==> src/sv/kst_pkg.sv <==
// Shared types and constants for the shared free-list stack block.
package kst_pkg;

    localparam int WORD_W   = 32;
    localparam int STATUS_W = 2;
    localparam int OCC_W    = 5;
    localparam int SN_W     = 2;

    typedef logic signed [WORD_W-1:0] t_word;
    typedef logic [STATUS_W-1:0]      t_status;

    localparam logic OP_PUSH = 1'b0;
    localparam logic OP_POP  = 1'b1;

    localparam t_status STAT_DONE  = 2'd0;
    localparam t_status STAT_FULL  = 2'd1;
    localparam t_status STAT_EMPTY = 2'd2;

    localparam t_word MOST_NEG_WORD = 32'sh8000_0000;

endpackage

==> src/sv/kst_slot_mem.sv <==
// Slot memory: one entry per store slot holding {link, word}, registered read.
module kst_slot_mem #(
    parameter int DEPTH = 16,
    parameter int AW    = 4,
    parameter int DW    = 37
) (
    input  logic          i_clk,
    input  logic          i_we,
    input  logic [AW-1:0] i_waddr,
    input  logic [DW-1:0] i_wdata,
    input  logic [AW-1:0] i_raddr,
    output logic [DW-1:0] o_rdata
);

    logic [DW-1:0] r_mem [DEPTH];
    logic [DW-1:0] r_rdata;

    always_ff @(posedge i_clk) begin
        if (i_we) begin
            r_mem[i_waddr] <= i_wdata;
        end
        r_rdata <= r_mem[i_raddr];
    end

    assign o_rdata = r_rdata;

endmodule

==> src/sv/kst_head_mem.sv <==
// Stack head memory with per-stack valid bits; an unwritten head reads as none.
module kst_head_mem #(
    parameter int COUNT = 4,
    parameter int SW    = 2,
    parameter int PW    = 5,
    parameter int NONE  = 16
) (
    input  logic          i_clk,
    input  logic          i_rst_n,
    input  logic          i_we,
    input  logic [SW-1:0] i_waddr,
    input  logic [PW-1:0] i_wdata,
    input  logic [SW-1:0] i_raddr,
    output logic [PW-1:0] o_rdata
);

    logic [PW-1:0]    r_mem [COUNT];
    logic [PW-1:0]    r_rdata;
    logic [COUNT-1:0] r_vld;
    logic             r_rd_vld;

    always_ff @(posedge i_clk) begin
        if (i_we) begin
            r_mem[i_waddr] <= i_wdata;
        end
        r_rdata <= r_mem[i_raddr];
    end

    always_ff @(posedge i_clk) begin
        if (!i_rst_n) begin
            r_vld    <= '0;
            r_rd_vld <= 1'b0;
        end else begin
            if (i_we) begin
                r_vld[i_waddr] <= 1'b1;
            end
            r_rd_vld <= r_vld[i_raddr];
        end
    end

    // An entry never written holds an empty stack.
    assign o_rdata = r_rd_vld ? r_rdata : PW'(NONE);

endmodule

==> src/sv/k_stacks_shared_free_list_top.sv <==
// Top level: several LIFO stacks sharing one slot store through a linked free list.
// A push passes through S_HEAD, a pop through S_HEAD and, unless refused, S_POP.
// A new command is taken only once the last result is out; a pop must read the
//   head memory before it can address the slot memory, and each memory has one read port.
// Reset: synchronous active low; all stacks empty, free list at slot 0, no clearing pass.
// The receiver cannot stall: each result is presented for exactly one cycle.
module k_stacks_shared_free_list_top #(
    parameter int STORE_DEPTH = 16,
    parameter int STACK_COUNT = 4
) (
    input  logic                               i_clk,
    input  logic                               i_rst_n,
    input  logic                               start,
    output logic                               busy,
    input  logic                               i_op,
    input  logic [kst_pkg::SN_W-1:0]           i_stack_number,
    input  logic signed [kst_pkg::WORD_W-1:0]  i_push_data,
    output logic                               o_valid,
    output logic signed [kst_pkg::WORD_W-1:0]  o_pop_data,
    output logic [kst_pkg::STATUS_W-1:0]       o_status,
    output logic [kst_pkg::OCC_W-1:0]          o_occupancy
);

    // Pointer width holds every slot index plus the "none" code (STORE_DEPTH).
    localparam int PW   = $clog2(STORE_DEPTH + 1);
    localparam int SAW  = $clog2(STORE_DEPTH);
    localparam int SW   = (STACK_COUNT > 1) ? $clog2(STACK_COUNT) : 1;
    localparam int CW   = (PW > kst_pkg::OCC_W) ? PW : kst_pkg::OCC_W;
    localparam int DW   = PW + kst_pkg::WORD_W;
    localparam logic [PW-1:0] NONE = PW'(STORE_DEPTH);

    // Sequencer states.
    localparam logic [1:0] S_IDLE = 2'd0;  // wait for a command
    localparam logic [1:0] S_HEAD = 2'd1;  // head and free-slot reads are back
    localparam logic [1:0] S_POP  = 2'd2;  // popped slot read is back

    logic [1:0]    r_state, n_state;
    logic [PW-1:0] r_free, n_free;     // head of free list
    logic [PW-1:0] r_fresh, n_fresh;   // slots below this have had their link written
    logic [CW-1:0] r_count, n_count;
    logic [PW-1:0] r_slot, n_slot;     // slot being popped

    // Latched command.
    logic                  r_op;
    logic                  r_sn_ok;
    logic [SW-1:0]         r_sn_idx;
    kst_pkg::t_word        r_data;

    // Result registers.
    logic                  r_valid, n_valid;
    kst_pkg::t_word        r_pop_data, n_pop_data;
    kst_pkg::t_status      r_status, n_status;
    logic [kst_pkg::OCC_W-1:0] r_occ, n_occ;

    // Memory ports.
    logic           w_accept;
    logic [31:0]    w_sn_wide;
    logic [SW-1:0]  w_sn_idx;
    logic           w_sn_ok;
    logic [PW-1:0]  w_head_rd;
    logic           w_head_we;
    logic [PW-1:0]  w_head_wdata;
    logic [DW-1:0]  w_slot_rd;
    logic [PW-1:0]  w_slot_link;
    kst_pkg::t_word w_slot_word;
    logic           w_slot_we;
    logic [SAW-1:0] w_slot_waddr;
    logic [DW-1:0]  w_slot_wdata;
    logic [SAW-1:0] w_slot_raddr;

    assign busy     = (r_state != S_IDLE);
    assign w_accept = start && !busy;

    assign w_sn_wide = 32'(i_stack_number);
    assign w_sn_idx  = w_sn_wide[SW-1:0];
    assign w_sn_ok   = (w_sn_wide < 32'(STACK_COUNT));

    assign w_slot_link = w_slot_rd[kst_pkg::WORD_W +: PW];
    assign w_slot_word = w_slot_rd[kst_pkg::WORD_W-1:0];

    // Address the popped slot once its head is known, else the free-list head.
    assign w_slot_raddr = (r_state == S_HEAD) ? w_head_rd[SAW-1:0] : r_free[SAW-1:0];

    kst_head_mem #(
        .COUNT (STACK_COUNT),
        .SW    (SW),
        .PW    (PW),
        .NONE  (STORE_DEPTH)
    ) u_head_mem (
        .i_clk   (i_clk),
        .i_rst_n (i_rst_n),
        .i_we    (w_head_we),
        .i_waddr (r_sn_idx),
        .i_wdata (w_head_wdata),
        .i_raddr (w_sn_idx),
        .o_rdata (w_head_rd)
    );

    kst_slot_mem #(
        .DEPTH (STORE_DEPTH),
        .AW    (SAW),
        .DW    (DW)
    ) u_slot_mem (
        .i_clk   (i_clk),
        .i_we    (w_slot_we),
        .i_waddr (w_slot_waddr),
        .i_wdata (w_slot_wdata),
        .i_raddr (w_slot_raddr),
        .o_rdata (w_slot_rd)
    );

    always_comb begin
        n_state      = r_state;
        n_free       = r_free;
        n_fresh      = r_fresh;
        n_count      = r_count;
        n_slot       = r_slot;
        n_valid      = 1'b0;
        n_pop_data   = r_pop_data;
        n_status     = r_status;
        n_occ        = r_occ;
        w_head_we    = 1'b0;
        w_head_wdata = w_slot_link;
        w_slot_we    = 1'b0;
        w_slot_waddr = r_free[SAW-1:0];
        w_slot_wdata = {w_head_rd, r_data};

        unique case (r_state)
            S_IDLE: begin
                if (w_accept) begin
                    n_state = S_HEAD;
                end
            end
            S_HEAD: begin
                if (r_op == kst_pkg::OP_PUSH) begin
                    n_state = S_IDLE;
                    n_valid = 1'b1;
                    n_pop_data = '0;
                    if (!r_sn_ok || r_free == NONE) begin
                        // Refuse: store full or no such stack.
                        n_status = kst_pkg::STAT_FULL;
                    end else begin
                        // Link the free slot onto the stack head and advance the free list.
                        w_slot_we    = 1'b1;
                        w_slot_waddr = r_free[SAW-1:0];
                        w_slot_wdata = {w_head_rd, r_data};
                        w_head_we    = 1'b1;
                        w_head_wdata = r_free;
                        if (r_free == r_fresh) begin
                            // Never-linked slot: its link is the next slot index.
                            n_free  = r_free + PW'(1);
                            n_fresh = r_fresh + PW'(1);
                        end else begin
                            n_free = w_slot_link;
                        end
                        n_count  = r_count + CW'(1);
                        n_status = kst_pkg::STAT_DONE;
                    end
                    n_occ = n_count[kst_pkg::OCC_W-1:0];
                end else begin
                    if (!r_sn_ok || w_head_rd == NONE) begin
                        n_state    = S_IDLE;
                        n_valid    = 1'b1;
                        n_pop_data = kst_pkg::MOST_NEG_WORD;
                        n_status   = kst_pkg::STAT_EMPTY;
                        n_occ      = r_count[kst_pkg::OCC_W-1:0];
                    end else begin
                        // Hold the head slot while its entry is read.
                        n_slot  = w_head_rd;
                        n_state = S_POP;
                    end
                end
            end
            S_POP: begin
                // Unlink the head, return the slot to the free list.
                w_head_we    = 1'b1;
                w_head_wdata = w_slot_link;
                w_slot_we    = 1'b1;
                w_slot_waddr = r_slot[SAW-1:0];
                w_slot_wdata = {r_free, w_slot_word};
                n_free       = r_slot;
                if (r_count != '0) begin
                    n_count = r_count - CW'(1);
                end
                n_state    = S_IDLE;
                n_valid    = 1'b1;
                n_pop_data = w_slot_word;
                n_status   = kst_pkg::STAT_DONE;
                n_occ      = n_count[kst_pkg::OCC_W-1:0];
            end
            default: begin
                n_state = S_IDLE;
            end
        endcase
    end

    always_ff @(posedge i_clk) begin
        if (!i_rst_n) begin
            r_state <= S_IDLE;
            r_free  <= '0;
            r_fresh <= '0;
            r_count <= '0;
            r_valid <= 1'b0;
        end else begin
            r_state <= n_state;
            r_free  <= n_free;
            r_fresh <= n_fresh;
            r_count <= n_count;
            r_valid <= n_valid;
        end
    end

    // Payload registers need no reset.
    always_ff @(posedge i_clk) begin
        if (w_accept) begin
            r_op     <= i_op;
            r_sn_ok  <= w_sn_ok;
            r_sn_idx <= w_sn_idx;
            r_data   <= i_push_data;
        end
        r_slot     <= n_slot;
        r_pop_data <= n_pop_data;
        r_status   <= n_status;
        r_occ      <= n_occ;
    end

    assign o_valid     = r_valid;
    assign o_pop_data  = r_pop_data;
    assign o_status    = r_status;
    assign o_occupancy = r_occ;

    // Stored words never exceed the store.
    a_count_bound: assert property (@(posedge i_clk) disable iff (!i_rst_n)
        r_count <= CW'(STORE_DEPTH))
        else $error("word count above store depth");

    // The free list is empty exactly when every slot holds a word.
    a_full_free: assert property (@(posedge i_clk) disable iff (!i_rst_n)
        (r_free == NONE) == (r_count == CW'(STORE_DEPTH)))
        else $error("free list and word count disagree");

    // A result strobe always lands with the sequencer back at rest.
    a_valid_idle: assert property (@(posedge i_clk) disable iff (!i_rst_n)
        o_valid |-> !busy)
        else $error("result strobe while busy");

    // An accepted command always occupies the sequencer on the next cycle.
    a_accept_busy: assert property (@(posedge i_clk) disable iff (!i_rst_n)
        (start && !busy) |=> (busy && !o_valid))
        else $error("accepted command did not start");

endmodule

==> config.mk <==
export PLATFORM = sky130hd
export DESIGN_NAME = k_stacks_shared_free_list_top
export DESIGN_NICKNAME = d
export VERILOG_FILES = /design/src/sv/kst_pkg.sv /design/src/sv/kst_slot_mem.sv /design/src/sv/kst_head_mem.sv /design/src/sv/k_stacks_shared_free_list_top.sv
export SDC_FILE = /design/constraint.sdc
export NUM_CORES = 1
export LEC_CHECK = 0
export ABC_AREA = 1
export ABC_CLOCK_PERIOD_IN_PS = 3800
export BUFFER_PORTS_ARGS = -buffer_cell sky130_fd_sc_hd__buf_2
export CAP_MARGIN = 20
export CORE_ASPECT_RATIO = 1.25
export CORE_UTILIZATION = 40
export CTS_BUF_LIST = sky130_fd_sc_hd__clkbuf_4 sky130_fd_sc_hd__clkbuf_8
export DETAILED_ROUTE_END_ITERATION = 8
export GPL_TIMING_DRIVEN = 0
export PLACE_DENSITY = 0.66
export SYNTH_ARGS = -nofsm -noshare
export SYNTH_HDL_FRONTEND = slang
export SYNTH_SLANG_ARGS = --single-unit
==> constraint.sdc <==
create_clock -name i_clk -period 3.8 [get_ports i_clk]
set_input_delay 0.19 -clock i_clk [delete_from_list [all_inputs] [get_ports i_clk]]
set_output_delay 0.19 -clock i_clk [all_outputs]
set_load 0.02 [all_outputs]
# --- Word level (Yosys, flattened, before mapping) ---
# Memory sizes are Yosys's and may differ from the RTL's. A register that Yosys moved wholly into a read port is not among the register bits.
# Cells that the tools add are included.
totals:
  reg_bits: 103
  ram_bits: 612
  in_bits: 38
  out_inout_bits: 41
  elab_cells: 94
  n_memories: 2
op_classes:
  add_sub_neg: 4
  magnitude_cmp: 4
  eq_ne: 9
  mux: 41
  bitwise: 4
  reduce_logical: 15
mem_list:
  columns: ["memory", "words", "width", "read_ports", "rd_clocked_by_memory_dff", "wr", "line_no", "source"]
  rows:
  - ["u_slot_mem.r_mem", 16, 37, 1, 1, 1, "kst_slot_mem.sv:15", "logic [DW-1:0] r_mem [DEPTH];"]
  - ["u_head_mem.r_mem", 4, 5, 1, 1, 1, "kst_head_mem.sv:17", "logic [PW-1:0] r_mem [COUNT];"]
ops:
  columns: ["operator", "n"]
  rows:
  - ["32-bit two-way mux", 2]
  - ["32-bit one-hot mux with 2 select lines", 1]
  - ["5-bit two-way mux", 12]
  - ["37-bit two-way mux", 1]
  - ["5-bit one-hot mux with 2 select lines", 3]
  - ["5-bit by 1-bit adder with 5-bit output, second input constant", 3]
  - ["5-bit equality test, second input constant", 2]
  - ["2-bit two-way mux", 5]
  - ["2-bit by 3-bit < comparator with 1-bit output, second input constant", 3]
  - ["1-bit two-way mux", 9]
  - ["4-bit two-way mux", 2]
  - ["2-bit one-hot mux with 2 select lines", 2]
  - ["2-bit != test, second input constant", 3]
  - ["3-bit AND reduction", 2]
  - ["5-bit equality test", 1]
  - ["5-bit nonzero test", 1]
  - ["5-bit by 1-bit subtractor with 5-bit output, second input constant", 1]
  - ["4-bit OR", 1]
  - ["1-bit one-hot mux with 2 select lines", 2]
  - ["2-bit AND reduction", 2]
  - ["4-bit AND reduction", 1]
  - ["2-bit nonzero test", 2]
  - ["3-bit by 2-bit != test with 1-bit output, second input constant", 1]
  - ["1-bit NOT", 3]
  - ["9 further kinds", 12]

# --- Longest topological paths before layout ---
depth:
  ltp_word: 7
  depth_mapped: 12
  depth_no_buf: 10

# --- Hierarchy ---
# A second synthesis with hierarchy kept.
unflattened:
  cells_unflattened: 3012
  area_unflattened_um2: 31900.6
modules_own_cells:
  columns: ["mod", "instances", "cells_per_inst", "area_each_um2", "seq_area_each_um2"]
  rows:
  - ["kst_slot_mem", 1, 2446, 26270.2, 18517.8]
  - ["k_stacks_shared_free_list_top", 1, 465, 4498.1, 2732.6]
  - ["kst_head_mem", 1, 101, 1132.3, 800.8]

# --- Worst setup path after synthesis ---
# No wires, ideal clock.
synth_timing:
  kind: "reg2reg"
  from: "register r_free[0]"
  to: "memory u_slot_mem.r_mem[0][0] (enable)"
  setup_time_ns: 0.431
  t_arrival_ns: 3.077
  t_required_ns: 3.369
  path_slack_ns: 0.291
  stages_incl_launch_ff: 8
  path_buffers: 0
  path_cell_list: "dfxtp_1 > inv_2 > ha_1 > nand4_2 > nand2_1 > a21oi_2 > nand3_1 > nor2_1"
synth_between:
  elab_chain_len: 7
  elab_cells_between_ends: 8
  classes_between: "eq/ne: 1; mux: 6; reduce/logical: 1"
synth_lines:
  columns: ["item", "line_no", "source"]
  rows:
  - ["start, declared", "k_stacks_shared_free_list_top.sv:38", "logic [PW-1:0] r_free, n_free;"]
  - ["start signal, assigned", "k_stacks_shared_free_list_top.sv:206", "r_free <= n_free;"]
  - ["5-bit equality test", "k_stacks_shared_free_list_top.sv:139", "if (!r_sn_ok || r_free == NONE) begin"]
  - ["1-bit logical OR", "k_stacks_shared_free_list_top.sv:139", null]
  - ["1-bit two-way mux", "k_stacks_shared_free_list_top.sv:139", null]
  - ["1-bit two-way mux", "k_stacks_shared_free_list_top.sv:135", "if (r_op == kst_pkg::OP_PUSH) begin"]
  - ["1-bit one-hot mux with 2 select lines", "k_stacks_shared_free_list_top.sv:128", "unique case (r_state)"]
  - ["1-bit two-way mux", "kst_slot_mem.sv:19", "if (i_we) begin"]
  - ["1-bit two-way mux (not written as such)", "kst_slot_mem.sv:20", "r_mem[i_waddr] <= i_wdata;"]
  - ["end, declared", "kst_slot_mem.sv:15", null]
# Several ways; a longest one is shown, not always the timed one.

# --- Worst setup path after layout ---
layout_timing:
  from: "register r_free[1]"
  to: "memory u_slot_mem.r_mem[0][15] (enable)"
# Same word-level chain as after synthesis.

==> flow_summary.yaml <==
yosys:
  syn_nets: 2464
  yosys.cell_count.top_type: "edfxtp_1"
  synth-seq-cells: 756
  synthArstFlopShare_pct: 0
  syn-instance-count: 2418
  avgSynthCellArea_um2: 12.5
  synth_top_area_cell: "edfxtp_1"
  yosys_warnings: 0
  ys_seq_area_share_pct: 73.0
  synth_cell_types: 34
  synthTopCellsByArea: "edfxtp_1 (69%), o211ai_1 (7.6%), nand2_1 (5.2%), dfxtp_1 (4.3%), inv_1 (3.9%)"
  synth_area_um2: 30200
  synth_ff_type: "edfxtp_1"
  synth_top_area_share_pct: 68.7
  synth-edff-count: 691
  synthTopCellsByCount: "edfxtp_1 (691), nand2_1 (422), inv_1 (312)"
cells_and_area:
  drive_gt1_share_pct: 14.4
  nFillCells: 6506
  nets: 2730
  areaGrowthSynthToFinish_pct: 17.2
hold_path:
  min_from: "i_push_data[0]"
  hold_path_class: "in2reg"
  hold_depth: 2
  min_to: "r_data[0]"
power:
  pwr-share-clk_pct: 36.2
  p_int_w: 0.0144
  leakage_nw: 13.4
  irDropWorstVdd_v: 0.000260
  p_per_area_nw_per_um2: 564
  seqPwrFrac_pct: 48.6
  power_frac_comb_pct: 15.2
  power.switching_w: 0.00556
  swShare_pct: 27.8
worst_setup_path:
  critical_path_class: "reg2reg"
  arrival_ns: 4.01
  reg2reg_depth: 8
  cp_max_fo: 20
  regToRegStartpoint: "r_free[1]"
  r2r_end: "u_slot_mem.r_mem[0][15]"
  critPathRequiredTime_ns: 4.22
  start_kind: "flop"
  critPathCaptureType: "flop"
  ff2ff_setup_slack_ns: 0.22
route:
  vias_per_cell: 5.49
  drc_errors: 3
  postRouteAntennaNets: 0
  wl_per_cell_um: 23.1
  drtIter0Drc: 2111
  via_count: 20588
  firstDrtPassIters: 9
  routed_wirelength_um: 86500
floorplanning:
  coreArea_um2: 74700
  die_y_um: 309
  start_util_pct: 40.4
  fp.dieArea_um2: 76600
  fp.dieW_um: 248
  io_pins: 79
  rows: 112
timing:
  report.final.slew_viol_count: 0
  holdWs_ns: 0.152
  timing.fmax_mhz: 279
  fin_worst_skew_ns: 0.0684
  layout_min_cycle_time_ns: 3.58
  fin_crit_sh_pct: 94.3
  relSlewSlack_pct: 16.9
  fin_tns_setup_ns: 0
  worstMarginPinSlew_ns: 1.25
  setup_viol: 0
  rsz0062_at_grt: "no"
  hold_viol_final: 0
place:
  gp_congestion: 0.867
  io_buffers: 78
  hpwl_um: 55600
clocking:
  h-tree-depth: 3
  path_clk_slew_ns: 0.07
  clockBufferDepth: 3
  root_buffer: "clkbuf_8"
  clk-insertion-delay-late_ns: 0.76
  cts_sinks: 756
  cts_buffers: 116
  cts_tree: "built"
run:
  maxCapViolCount: 0
run_status:
  outcome: "finished, violations left"
  violations: "DRC"
global_route:
  grt_pass1_vias: 20583
  grt_pass1_wl_um: 127000
  grt_antenna_before_repair: 1
  grt_max_degree: 25
  grt_use_total_pct: 22.6
  overflow: 0
## kinds of logic after synthesis
group | share of synthesized area [%]
and+or+nand+nor | 8.95
DFF | 73.0
adders and majority gates | 0.331
xor gates and xnor gates | 0.319
AOI/OAI and AO/OA | 11.4
buffers and inverters | 5.98
## final cells by class
| cell class | instances | area [um^2] | share of cell area (%) |
|---|---|---|---|
| inverter | 317 | 1190 | 3.36 |
| timing repair buffer | 148 | 1330 | 3.75 |
| clock buffer | 192 | 2280 | 6.44 |
| tap | 969 | 1210 | 3.42 |
| buffer | 143 | 617 | 1.74 |
| multi-input combinational | 1202 | 6480 | 18.3 |
| clock inverter | 24 | 238 | 0.672 |
| antenna | 1 | 2.50 | 0.00707 |
| sequential | 756 | 22100 | 62.3 |
## layer usage
metal  track usage (%)  routed length [um]  vias up
met3              3.90                7170      237
met5                 0                   0        -
met4              12.6                4500        0
met2              37.9               42400     1139
li1                  -                   -     9219
met1              27.4               32400     9993
## stage by stage
step                      total power (W)  area [um^2]  setup WS [ns]  instances  util [%]
after floorplan                    0.0116        30200          0.291       2418         -
after global placement             0.0127        31800          -2.31       3465      42.6
after detailed placement           0.0128        32400          0.167       3489      43.3
after CTS                          0.0200        35300          0.130       3743      47.2
after global routing               0.0206        35400         0.0529       3752      47.4
final                              0.0199        35400          0.216       3752      47.4
## power groups by stage
stage,registers (W),clock network (W),logic (W)
floorplan,0.00992,0,0.00164
CTS,0.00970,0.00730,0.00300
global placement,0.00988,0,0.00283
detailed placement,0.00987,0,0.00296
global route,0.00972,0.00763,0.00325
finish,0.00969,0.00722,0.00303
## worst max path at each step
stage	endpoint	depth (start not counted)	start
final	u_slot_mem.r_mem[0][15]	8	r_free[1]
after global routing	u_slot_mem.r_mem[0][10]	8	r_free[1]
after CTS	u_slot_mem.r_mem[0][15]	8	r_free[1]
after detailed placement	u_slot_mem.r_mem[0][13]	8	r_free[1]
after global placement	u_slot_mem.r_mem[10][13]	8	r_state[0]
after floorplan	u_slot_mem.r_mem[0][0]	7	r_free[0]
## layout by cell type (no fill, tap or decap), types with 4 or more instances in the layout
cell type	n
a21oi_1	98
buf_1	9
buf_12	24
buf_2	123
buf_4	7
buf_6	4
bufinv_16	4
clkbuf_1	84
clkbuf_4	58
clkbuf_8	134
clkinv_1	4
clkinv_2	13
dfxtp_1	65
dlygate4sd3_1	38
edfxtp_1	691
ha_1	8
inv_1	311
inv_2	5
nand2_1	422
nand3_1	175
nor2_1	27
nor2_4	17
nor3_1	5
o211ai_1	306
o21ai_0	103
o21ai_1	7
o22ai_1	7
xor2_1	9
## critical path, stage by stage (launching register included)
cell and delay, ns:
dfxtp_1 0.49, inv_1 0.15, ha_1 0.25, nand4_2 0.22, nand2_1 0.29, a21oi_4 0.34
nand3_1 0.38, nor2_4 0.82, buf_12 0.28
## sequential cells by signal (all words and copies together), names as in the netlist, 4 cells and up
name	flops
o_occupancy	5
o_pop_data	32
r_count	5
r_data	32
r_free	5
r_fresh	5
r_slot	5
u_head_mem.r_mem	20
u_head_mem.r_rdata	5
u_head_mem.r_vld	4
u_slot_mem.o_rdata	37
u_slot_mem.r_mem	592
## timing repair
item / CTS / global route
hold endpoints to repair: 56 / 0
endpoints found under the setup margin: 0 / 150
resized for setup: 0 / 1
hold buffers: 38 / 0
setup buffers: 0 / 7
(Power assumes the default switching activity.)
